## config.mk

```make
export PLATFORM = sky130hd
export DESIGN_NAME = trimmed_mean_window_filter_core_flat
export DESIGN_NICKNAME = d
export VERILOG_FILES = /design/src/design/tmwf_pkg.sv /design/src/design/tmwf_ifs.sv /design/src/design/tmwf_ctrl.sv /design/src/design/tmwf_dp.sv /design/src/design/trimmed_mean_window_filter_core.sv /design/src/flat_wrapper.sv
export SDC_FILE = /design/constraint.sdc
export NUM_CORES = 1
export LEC_CHECK = 0
export BUFFER_PORTS_ARGS = -buffer_cell sky130_fd_sc_hd__buf_2
export CAP_MARGIN = 20
export CORE_MARGIN = 2
export CORE_UTILIZATION = 55
export DETAILED_ROUTE_END_ITERATION = 12
export PLACE_DENSITY = 0.7
export REMOVE_ABC_BUFFERS = 1
export SLEW_MARGIN = 20
export SYNTH_ARGS = -nofsm -noshare
export SYNTH_HDL_FRONTEND = slang
export SYNTH_SLANG_ARGS = --single-unit
```

## constraint.sdc

```tcl
create_clock -name i_clk -period 7.6 [get_ports i_clk]
set_input_delay 1.52 -clock i_clk [delete_from_list [all_inputs] [get_ports i_clk]]
set_output_delay 1.52 -clock i_clk [all_outputs]
set_load 0.03 [all_outputs]
```

## src/design/tmwf_pkg.sv

```systemverilog
package tmwf_pkg;

    // fixed field widths of the channels
    localparam int IN_W  = 10;
    localparam int OUT_W = 10;

    // default build parameters
    localparam int DEF_WINDOW_SIZE = 8;
    localparam int DEF_SAMPLE_BITS = 10;

    // trim percentages
    localparam int PCT_LO  = 25;
    localparam int PCT_HI  = 75;
    localparam int PCT_DEN = 100;

    // controller states
    typedef enum logic [2:0] {
        ST_IDLE,
        ST_RANK,
        ST_DIV_INIT,
        ST_DIV,
        ST_HOLD
    } t_state;

    // controller to datapath commands
    typedef struct packed {
        logic write;
        logic rank_step;
        logic div_start;
        logic div_step;
        logic load_out;
    } t_cmd;

    // datapath to controller status
    typedef struct packed {
        logic rank_last;
        logic out_free;
    } t_sts;

endpackage

```

## src/design/tmwf_ifs.sv

```systemverilog
interface tmwf_sample_if
    import tmwf_pkg::*;
    (input logic i_clk);
    logic            valid;
    logic            ready;
    logic [IN_W-1:0] sample;

    modport source (output valid, output sample, input ready);
    modport sink (input valid, input sample, output ready);
endinterface

interface tmwf_smoothed_if
    import tmwf_pkg::*;
    (input logic i_clk);
    logic             valid;
    logic             ready;
    logic [OUT_W-1:0] smoothed;

    modport source (output valid, output smoothed, input ready);
    modport sink (input valid, input smoothed, output ready);
endinterface

```

## src/design/tmwf_ctrl.sv

```systemverilog
module tmwf_ctrl
    import tmwf_pkg::*;
(
    input  logic i_clk,
    input  logic i_rst_n,
    input  logic i_in_valid,
    input  t_sts i_sts,
    output logic o_in_ready,
    output t_cmd o_cmd
);

    t_state r_state;
    t_state n_state;

    // state register
    always_ff @(posedge i_clk) begin
        if (!i_rst_n) begin
            r_state <= ST_IDLE;
        end else begin
            r_state <= n_state;
        end
    end

    // next state
    always_comb begin
        n_state = r_state;
        case (r_state)
            ST_IDLE: begin
                if (i_in_valid) begin
                    n_state = ST_RANK;
                end
            end
            ST_RANK: begin
                if (i_sts.rank_last) begin
                    n_state = ST_DIV_INIT;
                end
            end
            ST_DIV_INIT: begin
                n_state = ST_DIV;
            end
            ST_DIV: begin
                n_state = ST_HOLD;
            end
            ST_HOLD: begin
                if (i_sts.out_free) begin
                    n_state = ST_IDLE;
                end
            end
            default: begin
                n_state = ST_IDLE;
            end
        endcase
    end

    // outputs
    always_comb begin
        o_in_ready      = 1'b0;
        o_cmd           = '0;
        case (r_state)
            ST_IDLE: begin
                o_in_ready  = 1'b1;
                o_cmd.write = i_in_valid;
            end
            ST_RANK: begin
                o_cmd.rank_step = 1'b1;
            end
            ST_DIV_INIT: begin
                o_cmd.div_start = 1'b1;
            end
            ST_DIV: begin
                o_cmd.div_step = 1'b1;
            end
            ST_HOLD: begin
                o_cmd.load_out = i_sts.out_free;
            end
            default: begin
                o_in_ready = 1'b0;
            end
        endcase
    end

endmodule

```

## src/design/tmwf_dp.sv

```systemverilog
module tmwf_dp
    import tmwf_pkg::*;
#(
    parameter int WINDOW_SIZE = DEF_WINDOW_SIZE,
    parameter int SAMPLE_BITS = DEF_SAMPLE_BITS
) (
    input  logic             i_clk,
    input  logic             i_rst_n,
    input  t_cmd             i_cmd,
    input  logic [IN_W-1:0]  i_sample,
    input  logic             i_out_ready,
    output t_sts             o_sts,
    output logic             o_out_valid,
    output logic [OUT_W-1:0] o_smoothed
);

    // trim bounds
    localparam int LO_CAND = (WINDOW_SIZE * PCT_LO) / PCT_DEN;
    localparam int LO_RANK = (LO_CAND > 1) ? LO_CAND : 1;
    localparam int HI_CAND = (WINDOW_SIZE * PCT_HI) / PCT_DEN + 1;
    localparam int HI_RANK = (HI_CAND < WINDOW_SIZE - 1) ? HI_CAND : WINDOW_SIZE - 1;
    localparam int KEEP    = HI_RANK - LO_RANK;

    localparam int IDX_W = $clog2(WINDOW_SIZE);
    localparam int SUM_W = SAMPLE_BITS + $clog2(WINDOW_SIZE);

    // exact floor division by the kept count through a reciprocal multiply
    localparam int     RCP_SH  = $clog2(KEEP);
    localparam int     MUL_W   = SUM_W + 1;
    localparam int     PROD_W  = SUM_W + MUL_W;
    localparam int     SHIFT   = SUM_W + RCP_SH;
    localparam int     QUO_W   = PROD_W - SHIFT;
    localparam longint RECIP_L = ((longint'(1) << SHIFT) + longint'(KEEP - 1))
                                 / longint'(KEEP);

    localparam logic [IDX_W-1:0]  LAST_IDX = IDX_W'(WINDOW_SIZE - 1);
    localparam logic [IDX_W-1:0]  LO_R     = IDX_W'(LO_RANK);
    localparam logic [IDX_W-1:0]  HI_R     = IDX_W'(HI_RANK);
    localparam logic [PROD_W-1:0] RECIP    = PROD_W'(RECIP_L);

    logic [SAMPLE_BITS-1:0] r_win [WINDOW_SIZE];
    logic [IDX_W-1:0]       r_slot;
    logic [IDX_W-1:0]       n_slot;
    logic [IDX_W-1:0]       r_idx;
    logic                   r_out_valid;
    logic [SUM_W-1:0]       r_acc;
    logic [PROD_W-1:0]      r_prod;
    logic [QUO_W-1:0]       r_quo;
    logic [OUT_W-1:0]       r_smoothed;

    logic [SAMPLE_BITS-1:0] cur_val;
    logic [IDX_W-1:0]       cur_rank;
    logic                   cur_kept;

    // next write slot of the ring
    always_comb begin
        n_slot = (r_slot == LAST_IDX) ? '0 : r_slot + 1'b1;
    end

    // stable rank of the current entry among the window
    always_comb begin
        cur_val  = r_win[r_idx];
        cur_rank = '0;
        for (int j = 0; j < WINDOW_SIZE; j++) begin
            if ((r_win[j] < cur_val) || ((r_win[j] == cur_val) && (IDX_W'(j) < r_idx))) begin
                cur_rank = cur_rank + 1'b1;
            end
        end
        cur_kept = (cur_rank >= LO_R) && (cur_rank < HI_R);
    end

    // window, pointers and output valid
    always_ff @(posedge i_clk) begin
        if (!i_rst_n) begin
            for (int k = 0; k < WINDOW_SIZE; k++) begin
                r_win[k] <= '0;
            end
            r_slot      <= '0;
            r_idx       <= '0;
            r_out_valid <= 1'b0;
        end else begin
            if (i_cmd.write) begin
                r_win[n_slot] <= SAMPLE_BITS'(i_sample);
                r_slot        <= n_slot;
                r_idx         <= '0;
            end else if (i_cmd.rank_step) begin
                r_idx <= r_idx + 1'b1;
            end
            if (i_cmd.load_out) begin
                r_out_valid <= 1'b1;
            end else if (i_out_ready) begin
                r_out_valid <= 1'b0;
            end
        end
    end

    // sum, reciprocal multiply and result payload
    always_ff @(posedge i_clk) begin
        if (i_cmd.write) begin
            r_acc <= '0;
        end else if (i_cmd.rank_step && cur_kept) begin
            r_acc <= r_acc + SUM_W'(cur_val);
        end
        if (i_cmd.div_start) begin
            r_prod <= PROD_W'(r_acc) * RECIP;
        end
        if (i_cmd.div_step) begin
            r_quo <= r_prod[PROD_W-1:SHIFT];
        end
        if (i_cmd.load_out) begin
            r_smoothed <= OUT_W'(r_quo);
        end
    end

    assign o_sts.rank_last = (r_idx == LAST_IDX);
    assign o_sts.out_free  = !r_out_valid || i_out_ready;
    assign o_out_valid     = r_out_valid;
    assign o_smoothed      = r_smoothed;

endmodule

```

## src/design/trimmed_mean_window_filter_core.sv

```systemverilog
// channel   dir  payload           request moves when
// i_in      in   sample   [9:0]    valid && ready
// o_out     out  smoothed [9:0]    valid && ready
//
// one request at a time, worked through the per-entry rank scan
// and then the reciprocal multiply (ST_DIV_INIT, then ST_DIV)
// the result sits in an output register; the next request is taken once it is loaded
// a result that is not taken holds the block before that load
// reset (i_rst_n low, synchronous) zeroes the window and the write slot
module trimmed_mean_window_filter_core
    import tmwf_pkg::*;
#(
    parameter int WINDOW_SIZE = DEF_WINDOW_SIZE,
    parameter int SAMPLE_BITS = DEF_SAMPLE_BITS
) (
    input  logic             i_clk,
    input  logic             i_rst_n,
    tmwf_sample_if.sink      i_in,
    tmwf_smoothed_if.source  o_out
);

    t_cmd cmd;
    t_sts sts;
    logic in_ready;
    logic out_valid;
    logic [OUT_W-1:0] smoothed;

    // sequencing
    tmwf_ctrl u_ctrl (
        .i_clk      (i_clk),
        .i_rst_n    (i_rst_n),
        .i_in_valid (i_in.valid),
        .i_sts      (sts),
        .o_in_ready (in_ready),
        .o_cmd      (cmd)
    );

    // window, rank scan and divider
    tmwf_dp #(
        .WINDOW_SIZE (WINDOW_SIZE),
        .SAMPLE_BITS (SAMPLE_BITS)
    ) u_dp (
        .i_clk       (i_clk),
        .i_rst_n     (i_rst_n),
        .i_cmd       (cmd),
        .i_sample    (i_in.sample),
        .i_out_ready (o_out.ready),
        .o_sts       (sts),
        .o_out_valid (out_valid),
        .o_smoothed  (smoothed)
    );

    assign i_in.ready     = in_ready;
    assign o_out.valid    = out_valid;
    assign o_out.smoothed = smoothed;

endmodule

```

## src/flat_wrapper.sv

```systemverilog
// flat-port wrapper written by rule: the top's interface ports become plain ports
module trimmed_mean_window_filter_core_flat import tmwf_pkg::*;
#(
    parameter int WINDOW_SIZE = DEF_WINDOW_SIZE,
    parameter int SAMPLE_BITS = DEF_SAMPLE_BITS
)
  (i_clk, i_rst_n, i_in_valid, i_in_sample, i_in_ready, o_out_valid, o_out_smoothed, o_out_ready);
  tmwf_sample_if i_in_i (.i_clk(i_clk));
  tmwf_smoothed_if o_out_i (.i_clk(i_clk));
  input  logic i_clk;
  input  logic i_rst_n;
  input wire logic [$bits(i_in_i.valid)-1:0] i_in_valid;
  input wire logic [$bits(i_in_i.sample)-1:0] i_in_sample;
  output wire logic [$bits(i_in_i.ready)-1:0] i_in_ready;
  output wire logic [$bits(o_out_i.valid)-1:0] o_out_valid;
  output wire logic [$bits(o_out_i.smoothed)-1:0] o_out_smoothed;
  input wire logic [$bits(o_out_i.ready)-1:0] o_out_ready;
  assign i_in_i.valid = i_in_valid;
  assign i_in_i.sample = i_in_sample;
  assign i_in_ready = i_in_i.ready;
  assign o_out_valid = o_out_i.valid;
  assign o_out_smoothed = o_out_i.smoothed;
  assign o_out_i.ready = o_out_ready;
  trimmed_mean_window_filter_core #(.WINDOW_SIZE(WINDOW_SIZE), .SAMPLE_BITS(SAMPLE_BITS)) u_core (.i_clk(i_clk), .i_rst_n(i_rst_n), .i_in(i_in_i), .o_out(o_out_i));
endmodule
```

==> results.toml <==
[final_layout]
fillers = 1546
syn_to_final_growth_pct = 11.1
drive_gt1_share_pct = 12.0
multiInputGateArea_sq_mm = 0.00645
seq_area_sq_mm = 0.00382
n_antenna_cell = 0
fin_nets = 1233

[synthesis]
yosys_most_used_dff = "edfxtp_1"
synth_area_sq_mm = 0.0107
yosysMostFrequentCell = "ha_1"
synth_seq_cells = 136
ys_seq_area_share_pct = 35.6
synthArstFlopShare_pct = 0
yosysTopAreaCellShare_pct = 30.8
ys_types = 71
syn_avg_cell_area_sq_um = 11.4
synth.area.top_cells = "edfxtp_1 (31%), ha_1 (21%), fa_1 (8.2%), and2_1 (5.1%), dfxtp_1 (4.9%)"
synthCells = 943
synth_common_cells = "ha_1 (184), edfxtp_1 (110), inv_1 (102)"
ys_warn_count = 0
yosys.area.top_type = "edfxtp_1"
synth_edf_count = 110

[clock_tree]
cts_buffer_depth = 2
clock_sinks = 136
hold_buffers = 0
cts_tree = "built"
htree_levels = 4
clk_pin_slew_ns = 0.06
cts-buffers-inserted = 17
clock-root-buffer = "clkbuf_16"
clk_latency_ns = 0.42

[die]
dieArea_sq_mm = 0.0206
start_util_pct = 55.7
rows = 51
die_height_um = 144
io_pins = 26
fp.dieW_um = 144
core-area_sq_mm = 0.0193

[sta]
skew_ns = 0.00757
max-slew-margin-rel_pct = 48.3
period_minus_slack_ns = 6.96
rsz0062_at_grt = "false"
tns_ns = 0
setup_viol = 0
fin_ws_ns = 0.636
drv_slew = 0
holdWs_ns = 0.416
tightest_slew_ns = 0.773
hold_viol_final = 0
fmax_ghz = 0.144
fin_crit_sh_pct = 91.6

[placed_design]
port_buffers = 25
dpl.hpwl_mm = 18.2
pre_cts_slack_ns = 0.689
gp_congestion = 0.945

[min_path]
hold_depth = 0
holdCritStartpoint = "u_core.u_dp.r_quo[0]"
min_to = "u_core.u_dp.o_smoothed[0]"
hp-class = "flop to flop"

[routing]
drc = 0
first_iter_violations = 425
via_count = 7164
avgRoutedWirePerCell_um = 18.3
dr.pass1.iters = 5
postRouteAntennaNets = 0
finalWirelength_mm = 23.3
via_per_inst = 5.65

[worst_setup_path]
worstPathMaxFanout = 20
worstSetupPathType = "flop to flop"
reg2reg_slack_ns = 0.64
r2r-end = "u_core.u_dp.r_acc[6]"
end_kind = "flop"
worst_ep_required_time_ns = 7.96
r2r_cells = 27
cp.arrival_ns = 7.32
critPathLaunchType = "flop"

[power_and_ir_drop]
p_switching_mw = 1.23
power_frac_seq_pct = 27.6
p_sw_share_pct = 36.9
p_per_area_mw_per_mm2 = 279
pwr-share-comb_pct = 45.7
leakagePower_nw = 5.48
clockPowerShare_pct = 26.7
p_int_mw = 2.10
vdd_drop_max_mv = 0.164

[grt]
grt_max_degree = 24
grt_pass1_wl_mm = 37.7
grt_usage_pct = 24.1
first_global_vias = 7127
grt_overflow = 0
antenna_found_initial = 0

[outcome]
status = "finished clean"

[job]
max_cap_violations = 0
## placed cells by master (no fill, tap or decap), types with 3 or more instances in the layout
cell / count
a211oi_1: 4
a211oi_2: 3
a21boi_0: 5
a21o_1: 14
a21oi_1: 41
a31oi_1: 5
and2_1: 87
buf_2: 25
buf_4: 22
bufinv_16: 4
clkbuf_16: 17
clkinvlp_4: 3
dfxtp_1: 26
edfxtp_1: 110
fa_1: 44
ha_1: 184
inv_1: 102
inv_6: 3
mux2i_1: 15
mux4_2: 20
nand2_1: 44
nand2b_1: 21
nand3_1: 17
nand3b_1: 4
nand4_1: 15
nor2_1: 28
nor2b_1: 6
nor3_1: 13
nor4_1: 3
o2111ai_1: 3
o21a_1: 4
o21ai_0: 25
o21ai_1: 5
o21bai_1: 6
or2_2: 3
xnor2_1: 23
xor2_1: 4
## per-stage QoR
step                cell area [sq um]  util [%]  instances  power [mW]
floorplan                       10600         -        925        2.10
global placement                11300      58.5       1237        2.42
detailed placement              11300      58.5       1237        2.46
CTS                             11900      61.8       1269        3.37
global route                    11900      61.8       1269        3.64
finish                          11900      61.8       1269        3.33
## logic make-up (layout without fill, tap and decap cells)
logic type / Yosys count / count (layout) / synth area share, %
adder cells (fa/ha/maj): 228 / 228 / 29.7
buffers and inverters: 120 / 181 / 4.33
AO/OA/AOI/OAI: 140 / 140 / 8.83
multiplexers: 36 / 36 / 5.70
XOR/XNOR: 29 / 29 / 2.72
AND/OR/NAND/NOR: 254 / 254 / 13.1
flip-flops: 136 / 136 / 35.6
## state kept, by name, indices dropped and copies added, names as in the netlist, named ones only
signal and flops:
u_core.u_dp.r_slot 3, u_core.u_dp.o_out_valid 1, u_core.u_ctrl.r_state 3, u_core.u_dp.r_prod 10, u_core.u_dp.r_acc 13, u_core.u_dp.o_smoothed 10
u_core.u_dp.r_quo 10, u_core.u_dp.r_win 80, u_core.u_dp.r_idx 3
## worst max-delay path by stage
| stage | slack, ns | end | from |
|---|---|---|---|
| floorplan | 0.19 | u_core.u_dp.r_acc[11] | flop |
| global route | 0.04 | u_core.u_dp.r_acc[6] | flop |
| detailed placement | 0.69 | u_core.u_dp.r_acc[6] | flop |
| CTS | 0.65 | u_core.u_dp.r_acc[6] | flop |
| global placement | 0.82 | u_core.u_dp.r_acc[6] | flop |
| finish | 0.64 | u_core.u_dp.r_acc[6] | flop |
## what timing repair did
item                                    in CTS  in global routing
resized for setup                            0                  1
setup buffers                                0                  0
endpoints found under the setup margin       0                  3
hold endpoints to repair                     0                  0
## worst max-delay path, stage by stage (launching register included)
cell and delay [ns]:
dfxtp_1 0.61, buf_4 0.30, mux4_2 0.31, mux2i_1 0.41, ha_1 0.34, a21oi_1 0.13, o21ai_0 0.17, a2111oi_0 0.44
nor2_1 0.17, inv_1 0.09, ha_1 0.25, or2_1 0.26, o211a_4 0.26, ha_1 0.28, and2_1 0.15, a21o_1 0.17
ha_1 0.30, and2_1 0.14, a31oi_1 0.19, mux2i_1 0.10, a221o_1 0.34, ha_1 0.34, and3_2 0.20, a211oi_2 0.19
mux2i_1 0.10, buf_4 0.21, or3_1 0.36, nand2_1 0.06
## cell type report
class,count,share of cell area (%)
Inverter,102,3.21
Clock inverter,15,1.80
Sequential cell,136,32.1
Timing Repair Buffer,47,2.44
Tap cell,265,2.78
Multi-Input combinational cell,687,54.1
Clock buffer,17,3.57
## layer usage
metal  track usage (%)  share of wire, %
met5                 0                 0
met4              7.38               2.0
met3              5.73               6.9
met2              36.7                44
met1              34.4                47
## power groups by stage
stage	logic, mW	clock network [mW]	registers [mW]
floorplan	1.18	0	0.914
global placement	1.49	0	0.933
detailed placement	1.52	0	0.933
CTS	1.55	0.901	0.917
global route	1.79	0.928	0.924
finish	1.52	0.889	0.919
Power figures use the tool's default switching activity.
